`config.mk`:
```
export PLATFORM = sky130hd
export DESIGN_NAME = infix_int_expression_evaluator
export DESIGN_NICKNAME = d
export VERILOG_FILES = /design/src/design/iie_pkg.sv /design/src/design/iie_front.sv /design/src/design/iie_back.sv /design/src/design/infix_int_expression_evaluator.sv
export SDC_FILE = /design/constraint.sdc
export NUM_CORES = 2
export LEC_CHECK = 0
export ABC_AREA = 1
export BUFFER_PORTS_ARGS = -buffer_cell sky130_fd_sc_hd__buf_2
export CAP_MARGIN = 30
export CORE_MARGIN = 3
export CORE_UTILIZATION = 45
export CTS_CLUSTER_SIZE = 8
export DETAILED_ROUTE_END_ITERATION = 8
export PLACE_DENSITY_LB_ADDON = 0.12
export SLEW_MARGIN = 20
export SYNTH_ARGS = -nofsm -noshare
export SYNTH_HDL_FRONTEND = slang
export SYNTH_SLANG_ARGS = --single-unit
```
`constraint.sdc`:
```
create_clock -name clk -period 8.2 [get_ports clk]
set_clock_uncertainty 0.15 [all_clocks]
set_input_delay 0.41 -clock clk [delete_from_list [all_inputs] [get_ports clk]]
set_output_delay 0.41 -clock clk [all_outputs]
set_load 0.03 [all_outputs]
```
`src/design/iie_pkg.sv`:
```
// Package: shared types and constants of the expression evaluator
`default_nettype none
package iie_pkg;
    // character classes produced by the front end
    typedef enum logic [2:0] {
        CLS_SPACE = 3'd0,
        CLS_DIGIT = 3'd1,
        CLS_PLUS  = 3'd2,
        CLS_MINUS = 3'd3,
        CLS_MUL   = 3'd4,
        CLS_DIV   = 3'd5,
        CLS_BAD   = 3'd6,
        CLS_END   = 3'd7
    } cls_t;

    // queue entry between front and back
    typedef struct packed {
        cls_t       cls;
        logic [3:0] digit;
    } tok_t;

    localparam logic [2:0] ST_OK       = 3'd0;
    localparam logic [2:0] ST_WRONG    = 3'd1;
    localparam logic [2:0] ST_OVERFLOW = 3'd2;
    localparam logic [2:0] ST_DIVZERO  = 3'd3;
    localparam logic [2:0] ST_EMPTY    = 3'd4;

    localparam logic [2:0] PH_EMPTY   = 3'd0;
    localparam logic [2:0] PH_OPERAND = 3'd1;
    localparam logic [2:0] PH_DIGIT   = 3'd2;
    localparam logic [2:0] PH_NUMBER  = 3'd3;
    localparam logic [2:0] PH_AFTER   = 3'd4;

    localparam logic [1:0] MUL_NONE = 2'd0;
    localparam logic [1:0] MUL_MUL  = 2'd1;
    localparam logic [1:0] MUL_DIV  = 2'd2;

    localparam logic [7:0] CH_PLUS  = 8'h2B;
    localparam logic [7:0] CH_MINUS = 8'h2D;
    localparam logic [7:0] CH_STAR  = 8'h2A;
    localparam logic [7:0] CH_SLASH = 8'h2F;
    localparam logic [7:0] CH_ZERO  = 8'h30;
    localparam logic [7:0] CH_NINE  = 8'h39;
    localparam logic [7:0] CH_SP    = 8'h20;
    localparam logic [7:0] CH_TAB   = 8'h09;
    localparam logic [7:0] CH_CR    = 8'h0D;
endpackage
`default_nettype wire

```
`src/design/iie_front.sv`:
```
// Front end: character classification and a two-entry token queue
`default_nettype none
module iie_front
    import iie_pkg::*;
(
    input  wire logic       clk,
    input  wire logic       rst_n,
    input  wire logic [7:0] char_code,
    input  wire logic       end_mark,
    input  wire logic       in_valid,
    output logic            in_ready,
    output tok_t            tok,
    output logic            tok_valid,
    input  wire logic       tok_ready
);
    tok_t       mem_reg [2];
    logic [1:0] cnt_reg, cnt_next;
    logic       wp_reg, rp_reg;
    tok_t       t_in;
    logic       push, pop;

    // classify the incoming byte
    always_comb
    begin
        t_in.digit = 4'(char_code - CH_ZERO);
        if (end_mark)
            t_in.cls = CLS_END;
        else if (char_code == CH_SP || (char_code >= CH_TAB && char_code <= CH_CR))
            t_in.cls = CLS_SPACE;
        else if (char_code >= CH_ZERO && char_code <= CH_NINE)
            t_in.cls = CLS_DIGIT;
        else if (char_code == CH_PLUS)
            t_in.cls = CLS_PLUS;
        else if (char_code == CH_MINUS)
            t_in.cls = CLS_MINUS;
        else if (char_code == CH_STAR)
            t_in.cls = CLS_MUL;
        else if (char_code == CH_SLASH)
            t_in.cls = CLS_DIV;
        else
            t_in.cls = CLS_BAD;
    end

    assign in_ready  = (cnt_reg != 2'd2);
    assign tok_valid = (cnt_reg != 2'd0);
    assign tok       = mem_reg[rp_reg];
    assign push      = in_valid && in_ready;
    assign pop       = tok_valid && tok_ready;
    assign cnt_next  = cnt_reg + 2'(push) - 2'(pop);

    // queue storage
    always_ff @(posedge clk)
    begin
        if (push)
            mem_reg[wp_reg] <= t_in;
    end

    // queue pointers
    always_ff @(posedge clk or negedge rst_n)
    begin
        if (!rst_n)
        begin
            cnt_reg <= 2'd0;
            wp_reg  <= 1'b0;
            rp_reg  <= 1'b0;
        end
        else
        begin
            cnt_reg <= cnt_next;
            if (push)
                wp_reg <= ~wp_reg;
            if (pop)
                rp_reg <= ~rp_reg;
        end
    end
endmodule
`default_nettype wire

```
`src/design/iie_back.sv`:
```
// Back end: parser state, checked arithmetic and serial divider
`default_nettype none
module iie_back
    import iie_pkg::*;
#(
    parameter int VALUE_BITS = 32
)
(
    input  wire logic                         clk,
    input  wire logic                         rst_n,
    input  tok_t                              tok,
    input  wire logic                         tok_valid,
    output logic                              tok_ready,
    output logic signed [VALUE_BITS-1:0]      value,
    output logic [2:0]                        status,
    output logic                              out_valid,
    input  wire logic                         out_ready
);
    localparam int W  = VALUE_BITS;
    localparam int CW = $clog2(W + 1);
    localparam logic signed [W-1:0] VMAX = {1'b0, {(W-1){1'b1}}};
    localparam logic signed [W-1:0] VMIN = {1'b1, {(W-1){1'b0}}};

    typedef enum logic [3:0] {
        S_IDLE = 4'b0001,
        S_DIV  = 4'b0010,
        S_MUL  = 4'b0100,
        S_OUT  = 4'b1000
    } state_t;

    state_t state_reg, state_next;
    logic signed [W-1:0] sum_reg, sum_next, term_reg, term_next, num_reg, num_next;
    logic add_reg, add_next, neg_reg, neg_next;
    logic [1:0] mop_reg, mop_next;
    logic [2:0] ph_reg, ph_next, err_reg, err_next;
    logic signed [W-1:0] val_reg, val_next;
    logic [2:0] st_reg, st_next;
    // held token while a multi-cycle close runs
    tok_t hold_reg, hold_next;
    // divider
    logic [W-1:0] q_reg, q_next, r_reg, r_next, d_reg, d_next;
    logic [CW-1:0] cnt_reg, cnt_next;
    logic qneg_reg, qneg_next;
    // multiplier result
    logic signed [2*W-1:0] prod_reg, prod_next;

    logic [W:0] rtrial;
    logic signed [W+4:0] n10;
    logic tok_take;

    function automatic logic ovf_w(input logic signed [W:0] x);
        ovf_w = (x[W] != x[W-1]);
    endfunction

    assign tok_take = tok_valid && tok_ready;
    assign tok_ready = (state_reg == S_IDLE) && !out_valid;
    assign out_valid = (state_reg == S_OUT);
    assign value = val_reg;
    assign status = st_reg;
    assign rtrial = {r_reg, q_reg[W-1]} - {1'b0, d_reg};

    // sequential parse control
    always_comb
    begin
        logic signed [W:0] tsum;
        logic signed [W+4:0] nd;
        logic close_num, do_next;
        logic [2:0] eff_ph;
        tok_t t;
        state_next = state_reg;
        sum_next = sum_reg; term_next = term_reg; num_next = num_reg;
        add_next = add_reg; neg_next = neg_reg; mop_next = mop_reg;
        ph_next = ph_reg; err_next = err_reg; val_next = val_reg; st_next = st_reg;
        hold_next = hold_reg; q_next = q_reg; r_next = r_reg; d_next = d_reg;
        cnt_next = cnt_reg; qneg_next = qneg_reg; prod_next = prod_reg;
        n10 = '0;
        tsum = '0; nd = '0; close_num = 1'b0; do_next = 1'b0;
        eff_ph = ph_reg; t = tok;
        case (state_reg)
            S_IDLE:
            begin
                if (tok_take)
                begin
                    hold_next = tok;
                    do_next = 1'b1;
                    if (err_reg == ST_OK && ph_reg == PH_NUMBER &&
                        !(tok.cls == CLS_DIGIT))
                    begin
                        // number ends: apply to term first
                        close_num = 1'b1;
                        do_next = 1'b0;
                    end
                end
            end
            S_MUL:
            begin
                // check registered product, then resume the held token
                if (prod_reg[2*W-1:W-1] != {(W+1){prod_reg[W-1]}})
                begin
                    if (err_next == ST_OK) err_next = ST_OVERFLOW;
                end
                else
                    term_next = prod_reg[W-1:0];
                num_next = '0; neg_next = 1'b0; ph_next = PH_AFTER;
                t = hold_reg; do_next = 1'b1; eff_ph = PH_AFTER;
                state_next = S_IDLE;
            end
            S_DIV:
            begin
                r_next = rtrial[W] ? {r_reg[W-2:0], q_reg[W-1]} : rtrial[W-1:0];
                q_next = {q_reg[W-2:0], ~rtrial[W]};
                cnt_next = cnt_reg - 1'b1;
                if (cnt_reg == CW'(1))
                begin
                    term_next = qneg_reg ? -$signed(q_next) : $signed(q_next);
                    num_next = '0; neg_next = 1'b0; ph_next = PH_AFTER;
                    t = hold_reg; do_next = 1'b1; eff_ph = PH_AFTER;
                    state_next = S_IDLE;
                end
            end
            S_OUT:
            begin
                if (out_ready)
                    state_next = S_IDLE;
            end
            default: state_next = S_IDLE;
        endcase

        if (close_num)
        begin
            if (mop_reg == MUL_MUL)
            begin
                prod_next = term_reg * num_reg;
                state_next = S_MUL;
            end
            else if (mop_reg == MUL_DIV)
            begin
                if (num_reg == '0)
                begin
                    err_next = ST_DIVZERO;
                    ph_next = PH_AFTER;
                    t = tok; do_next = 1'b1; eff_ph = PH_AFTER;
                end
                else if (term_reg == VMIN && num_reg == -1)
                begin
                    err_next = ST_OVERFLOW;
                    ph_next = PH_AFTER;
                    t = tok; do_next = 1'b1; eff_ph = PH_AFTER;
                end
                else
                begin
                    q_next = term_reg[W-1] ? W'(-term_reg) : W'(term_reg);
                    d_next = num_reg[W-1] ? W'(-num_reg) : W'(num_reg);
                    r_next = '0;
                    qneg_next = term_reg[W-1] ^ num_reg[W-1];
                    cnt_next = CW'(W);
                    state_next = S_DIV;
                end
            end
            else
            begin
                term_next = num_reg; num_next = '0; neg_next = 1'b0; ph_next = PH_AFTER;
                t = tok; do_next = 1'b1; eff_ph = PH_AFTER;
            end
        end

        // handle one token once any pending number close is done
        if (do_next)
        begin
            tsum = add_reg ? ($signed({sum_reg[W-1], sum_reg}) - {term_next[W-1], term_next})
                           : ($signed({sum_reg[W-1], sum_reg}) + {term_next[W-1], term_next});
            n10 = $signed({{5{num_reg[W-1]}}, num_reg}) * 10;
            nd = neg_reg ? n10 - (W+5)'(t.digit) : n10 + (W+5)'(t.digit);
            if (t.cls == CLS_END)
            begin
                st_next = err_next;
                if (err_next == ST_OK)
                begin
                    if (eff_ph == PH_EMPTY) st_next = ST_EMPTY;
                    else if (eff_ph != PH_AFTER) st_next = ST_WRONG;
                    else if (ovf_w(tsum)) st_next = ST_OVERFLOW;
                end
                val_next = (st_next == ST_OK) ? tsum[W-1:0] : '0;
                sum_next = '0; term_next = '0; num_next = '0; add_next = 1'b0;
                neg_next = 1'b0; mop_next = MUL_NONE; ph_next = PH_EMPTY;
                err_next = ST_OK;
                state_next = S_OUT;
            end
            else if (err_next == ST_OK)
            begin
                if (eff_ph == PH_EMPTY) eff_ph = PH_OPERAND;
                ph_next = eff_ph;
                if (t.cls == CLS_SPACE)
                    ;
                else if (eff_ph == PH_AFTER)
                begin
                    case (t.cls)
                        CLS_MUL: begin mop_next = MUL_MUL; ph_next = PH_OPERAND; end
                        CLS_DIV: begin mop_next = MUL_DIV; ph_next = PH_OPERAND; end
                        CLS_PLUS, CLS_MINUS:
                        begin
                            if (ovf_w(tsum)) err_next = ST_OVERFLOW;
                            else sum_next = tsum[W-1:0];
                            add_next = (t.cls == CLS_MINUS);
                            mop_next = MUL_NONE; ph_next = PH_OPERAND;
                        end
                        CLS_DIGIT:
                        begin
                            if (ovf_w(tsum)) err_next = ST_OVERFLOW;
                            else begin sum_next = tsum[W-1:0]; err_next = ST_WRONG; end
                        end
                        default: err_next = ST_WRONG;
                    endcase
                end
                else if (t.cls == CLS_DIGIT)
                begin
                    if (nd > $signed({5'b0, VMAX}) || nd < $signed({5'h1F, VMIN}))
                        err_next = ST_OVERFLOW;
                    else
                        num_next = nd[W-1:0];
                    ph_next = PH_NUMBER;
                end
                else if (eff_ph == PH_OPERAND && (t.cls == CLS_PLUS || t.cls == CLS_MINUS))
                begin
                    neg_next = (t.cls == CLS_MINUS);
                    ph_next = PH_DIGIT;
                end
                else
                    err_next = ST_WRONG;
            end
        end
    end

    // state and datapath registers
    always_ff @(posedge clk or negedge rst_n)
    begin
        if (!rst_n)
        begin
            state_reg <= S_IDLE;
            sum_reg <= '0; term_reg <= '0; num_reg <= '0;
            add_reg <= 1'b0; neg_reg <= 1'b0; mop_reg <= MUL_NONE;
            ph_reg <= PH_EMPTY; err_reg <= ST_OK; cnt_reg <= '0;
        end
        else
        begin
            state_reg <= state_next;
            sum_reg <= sum_next; term_reg <= term_next; num_reg <= num_next;
            add_reg <= add_next; neg_reg <= neg_next; mop_reg <= mop_next;
            ph_reg <= ph_next; err_reg <= err_next; cnt_reg <= cnt_next;
        end
    end

    always_ff @(posedge clk)
    begin
        val_reg <= val_next; st_reg <= st_next; hold_reg <= hold_next;
        q_reg <= q_next; r_reg <= r_next; d_reg <= d_next; qneg_reg <= qneg_next;
        prod_reg <= prod_next;
    end
endmodule
`default_nettype wire

```
`src/design/infix_int_expression_evaluator.sv`:
```
// Top level: streaming infix integer expression evaluator
// Usage:
//   Input channel (char_code, end_mark, in_valid/in_ready) takes one ASCII
//   character per transfer; a transfer with end_mark set closes the
//   expression. Output channel (value, status, out_valid/out_ready) gives one
//   result per closed expression.
//   Characters enter a two-entry queue, so the front keeps taking transfers
//   while the back works. Most characters the back handles directly; the end
//   of a number applied by '*' goes through a registered product check, and
//   one applied by '/' runs VALUE_BITS steps of the restoring divider; the
//   back takes no new character meanwhile. The result holds until taken;
//   while out_ready is low the back stops and the queue fills, then in_ready
//   drops.
//   Reset clears the queue and returns the parser to the empty state.
`default_nettype none
module infix_int_expression_evaluator
    import iie_pkg::*;
#(
    parameter int VALUE_BITS = 32
)
(
    input  wire logic                    clk,
    input  wire logic                    rst_n,
    input  wire logic [7:0]              char_code,
    input  wire logic                    end_mark,
    input  wire logic                    in_valid,
    output logic                         in_ready,
    output logic signed [VALUE_BITS-1:0] value,
    output logic [2:0]                   status,
    output logic                         out_valid,
    input  wire logic                    out_ready
);
    tok_t tok;
    logic tok_valid, tok_ready;

    iie_front u_front (
        .clk(clk), .rst_n(rst_n), .char_code(char_code), .end_mark(end_mark),
        .in_valid(in_valid), .in_ready(in_ready), .tok(tok),
        .tok_valid(tok_valid), .tok_ready(tok_ready)
    );

    iie_back #(.VALUE_BITS(VALUE_BITS)) u_back (
        .clk(clk), .rst_n(rst_n), .tok(tok), .tok_valid(tok_valid),
        .tok_ready(tok_ready), .value(value), .status(status),
        .out_valid(out_valid), .out_ready(out_ready)
    );
endmodule
`default_nettype wire

```
==> results.tsv <==
metric	value	unit
outcome	finished, final reports clean	
YS warnings	0	
Core Area	138300	sq um
maxcap violations	0	
antenna violations before repair	4	
Async SR Flop Fraction	35.61	%
largest net degree at the start of global routing	71	
Clk pwr share	8.1	%
crit-path max cell delay	0.61	ns
Period minus WS final	7.992	ns
DRT iter0 DRCs	4452	
Tot GR Track Use	29.91	%
I/O pin total	50	
Logic pwr share	80.6	%
number of flip-flops in the largest register	64	
Yosys top cell area share	34.50	%
commonest non-fill, non-tap cells in the layout	1924 x nand2_1, 1887 x inv_1, 1080 x fa_1	
total gr overflow	0	
Routed WL per cell	21.08	microns
Netlist cell types	77	
post-synth top area cell	fa_1	
area grow syn2layout	10.12	%
drt total wl	213.6	mm
CTS Buffer Depth	3	
chip width	380.4	microns
RR Startpoint	u_back.num_reg[4]$_DFF_PN0_	
Worst path slowest cell	fa_2	
Place WS	-0.07608	ns
final cell count without fillers	10130	
Max IR drop VDD	0.0004177	V
startpoint types	register	
Mean Syn Cell Area	7.755	sq um
global-route wire length before repair	333.2	mm
Top cell by count, worst path	fa_1	
dominant synthesized flop cell	edfxtp_1	
WP data arrival	8.21	ns
Final Power	0.02635	W
reg-to-reg endpoint	u_back.prod_reg[60]$_DFFE_PP_	
Seq/Total Area, Yosys	14.08	%
drt drc	0	
post-synthesis register bit count	337	
post-synthesis cell count	8133	
PwrDens	379.4	nW/um^2
Hold Path End	u_front.wp_reg$_DFFE_PN0P_	
reg2reg setup slack	0.21	ns
vias in the first global route	54600	
CTS Buf Count	52	
Final GP Congestion	0.9795	
Routed Antenna Nets	0	
most common cell after layout, fill and taps aside	nand2_1	
CP Data Required Time	8.42	ns
Root Buffer Master	clkbuf_16	
Switching Power	0.01541	W
CTS sink count	337	
clk slew on worst S/H paths	0.06	ns
Vias	53200	
CP Class	reg -> reg	
Post-synth EDFFs	153	
hold_sp	in_valid	
internal power	0.01094	W
WHS Path Cells	5	
Final period util	97.46	%
CTS tree	built	
nets	9654	
Final Hold Slack	0.09924	ns
Flop pwr share	11.3	%
Final Hold Vio Count	0	
Synth Cell Area	63070	sq um
Setup crit end kind	register	
Leakage Power	34.18	nW
Skew-Pair Late Insertion Delay	0.67	ns
max-slew violations	0	
Initial Util	45.59	%
worst-margin pin slew	1.026	ns
CTS H-tree depth	2	
routed vias/inst	5.249	
syn nets	9559	
DIE HEIGHT	380.4	microns
Initial DRT Pass Iterations	6	
Placed Cells	10020	
dpl hpwl	175.1	mm
row count	136	
# setup viols final	0	
Fmax	125.1	MHz
worst reg2reg path depth	28	
die area	144700	sq um
Setup WS post-layout	0.2079	ns
top cells by area, synth	fa_1 35%, nand2_1 11%, inv_1 11%	
FILL cells	13740	
Hold Path Class	in -> reg	
Switching Fraction	58.48	%
Max transition margin	30.88	%
CP Max Fanout	15	
share of layout cells above drive strength 1	8.827	%
number of port buffers	49	
-- power groups by stage --
stage          clock network, W  logic (W)  registers [W]
3_5_place_dp                  0     0.0205        0.00296
6_report                0.00214     0.0212        0.00297
3_3_place_gp                  0     0.0206        0.00296
2_1_floorplan                 0     0.0136        0.00281
4_1_cts                 0.00220     0.0208        0.00294
5_1_grt                 0.00226     0.0235        0.00299
-- cell type report --
| type | instances | area (sq um) | area share, % |
|---|---|---|---|
| Antenna cell | 1 | 2.502 | 0.003603 |
| Clock inverter | 10 | 118.9 | 0.1711 |
| Clock buffer | 86 | 1469 | 2.115 |
| Inverter | 1921 | 7214 | 10.39 |
| Tap cell | 1863 | 2331 | 3.356 |
| Timing Repair Buffer | 416 | 3660 | 5.269 |
| Multi-Input combinational cell | 5500 | 45740 | 65.85 |
| Sequential cell | 337 | 8920 | 12.84 |
-- cell usage after synthesis (74+ instances only) --
library cell     n
o21ai_0        237
clkbuf_1       239
xnor2_1         80
a21oi_1        288
dfrtp_1        119
buf_1           93
inv_1         1892
ha_1           326
o211ai_1        74
nand2_1       1928
edfxtp_1       153
xor2_1         191
fa_1          1087
nand4_1         77
nor2_1         499
nand3_1        271
-- stage by stage --
| stage | utilization (%) | area [sq um] | setup TNS [ns] |
|---|---|---|---|
| after floorplan | - | 63070 | 0 |
| after global placement | 48.66 | 67310 | -0.2975 |
| after detailed placement | 48.66 | 67310 | -0.4934 |
| after CTS | 49.86 | 68980 | 0 |
| after global routing | 50.20 | 69450 | -0.1641 |
| final | 50.20 | 69450 | 0 |
-- logic make-up (layout without fill, tap and decap cells) --
logic type	Yosys count	count (layout)	share of synthesized area [%]
other	0	1	0
DFF	337	337	14.08
buffers and inverters	2296	2433	13.87
xor gates and xnor gates	277	277	3.954
AOI/OAI and AO/OA	821	821	7.501
adders and majority gates	1413	1413	40.97
and+or+nand+nor	2989	2989	19.63
-- worst max-delay path: cells and delay by family, from the launching register on --
| kind | cells | cell delay (ns) |
|---|---|---|
| XOR/XNOR | 1 | 0.08 |
| flip-flops | 1 | 0.43 |
| buffers and inverters | 11 | 1.21 |
| adder cells (fa/ha/maj) | 9 | 4.44 |
| AND/OR/NAND/NOR | 1 | 0.08 |
| AO/OA/AOI/OAI | 6 | 1.27 |
-- worst max-delay path by stage --
| stage | from | endpoint | slack, ns | depth (start not counted) |
|---|---|---|---|---|
| after floorplan | u_back.term_reg[31]$_DFF_PN0_ | u_back.prod_reg[60]$_DFFE_PP_ | 0.14 | 24 |
| after global placement | u_back.num_reg[5]$_DFF_PN0_ | u_back.prod_reg[47]$_DFFE_PP_ | -0.07 | 29 |
| after detailed placement | u_back.term_reg[12]$_DFF_PN0_ | u_back.prod_reg[62]$_DFFE_PP_ | -0.08 | 30 |
| after CTS | u_back.num_reg[2]$_DFF_PN0_ | u_back.prod_reg[62]$_DFFE_PP_ | 0.009 | 29 |
| after global routing | u_back.num_reg[11]$_DFF_PN0_ | u_back.prod_reg[57]$_DFFE_PP_ | -0.07 | 33 |
| final | u_back.num_reg[4]$_DFF_PN0_ | u_back.prod_reg[60]$_DFFE_PP_ | 0.21 | 28 |
-- repair_timing --
action,in CTS,in global routing
endpoints found under the hold margin,81,0
setup buffers,0,6
gates cloned,0,1
endpoints found under the setup margin,11,87
hold buffers,7,0
resized for setup,6,120
pin swaps,0,12
-- per-layer routing --
metal | track usage [%] | vias up | part of all wire (%)
met1 | 42.53 | 26370 | 44
met3 | 4.234 | 384 | 7.4
met2 | 46.70 | 1876 | 44
li1 | - | 24570 | -
met4 | 10.70 | 2 | 4.4
met5 | 0 | - | 0.0051
(Power assumes the default switching activity.)
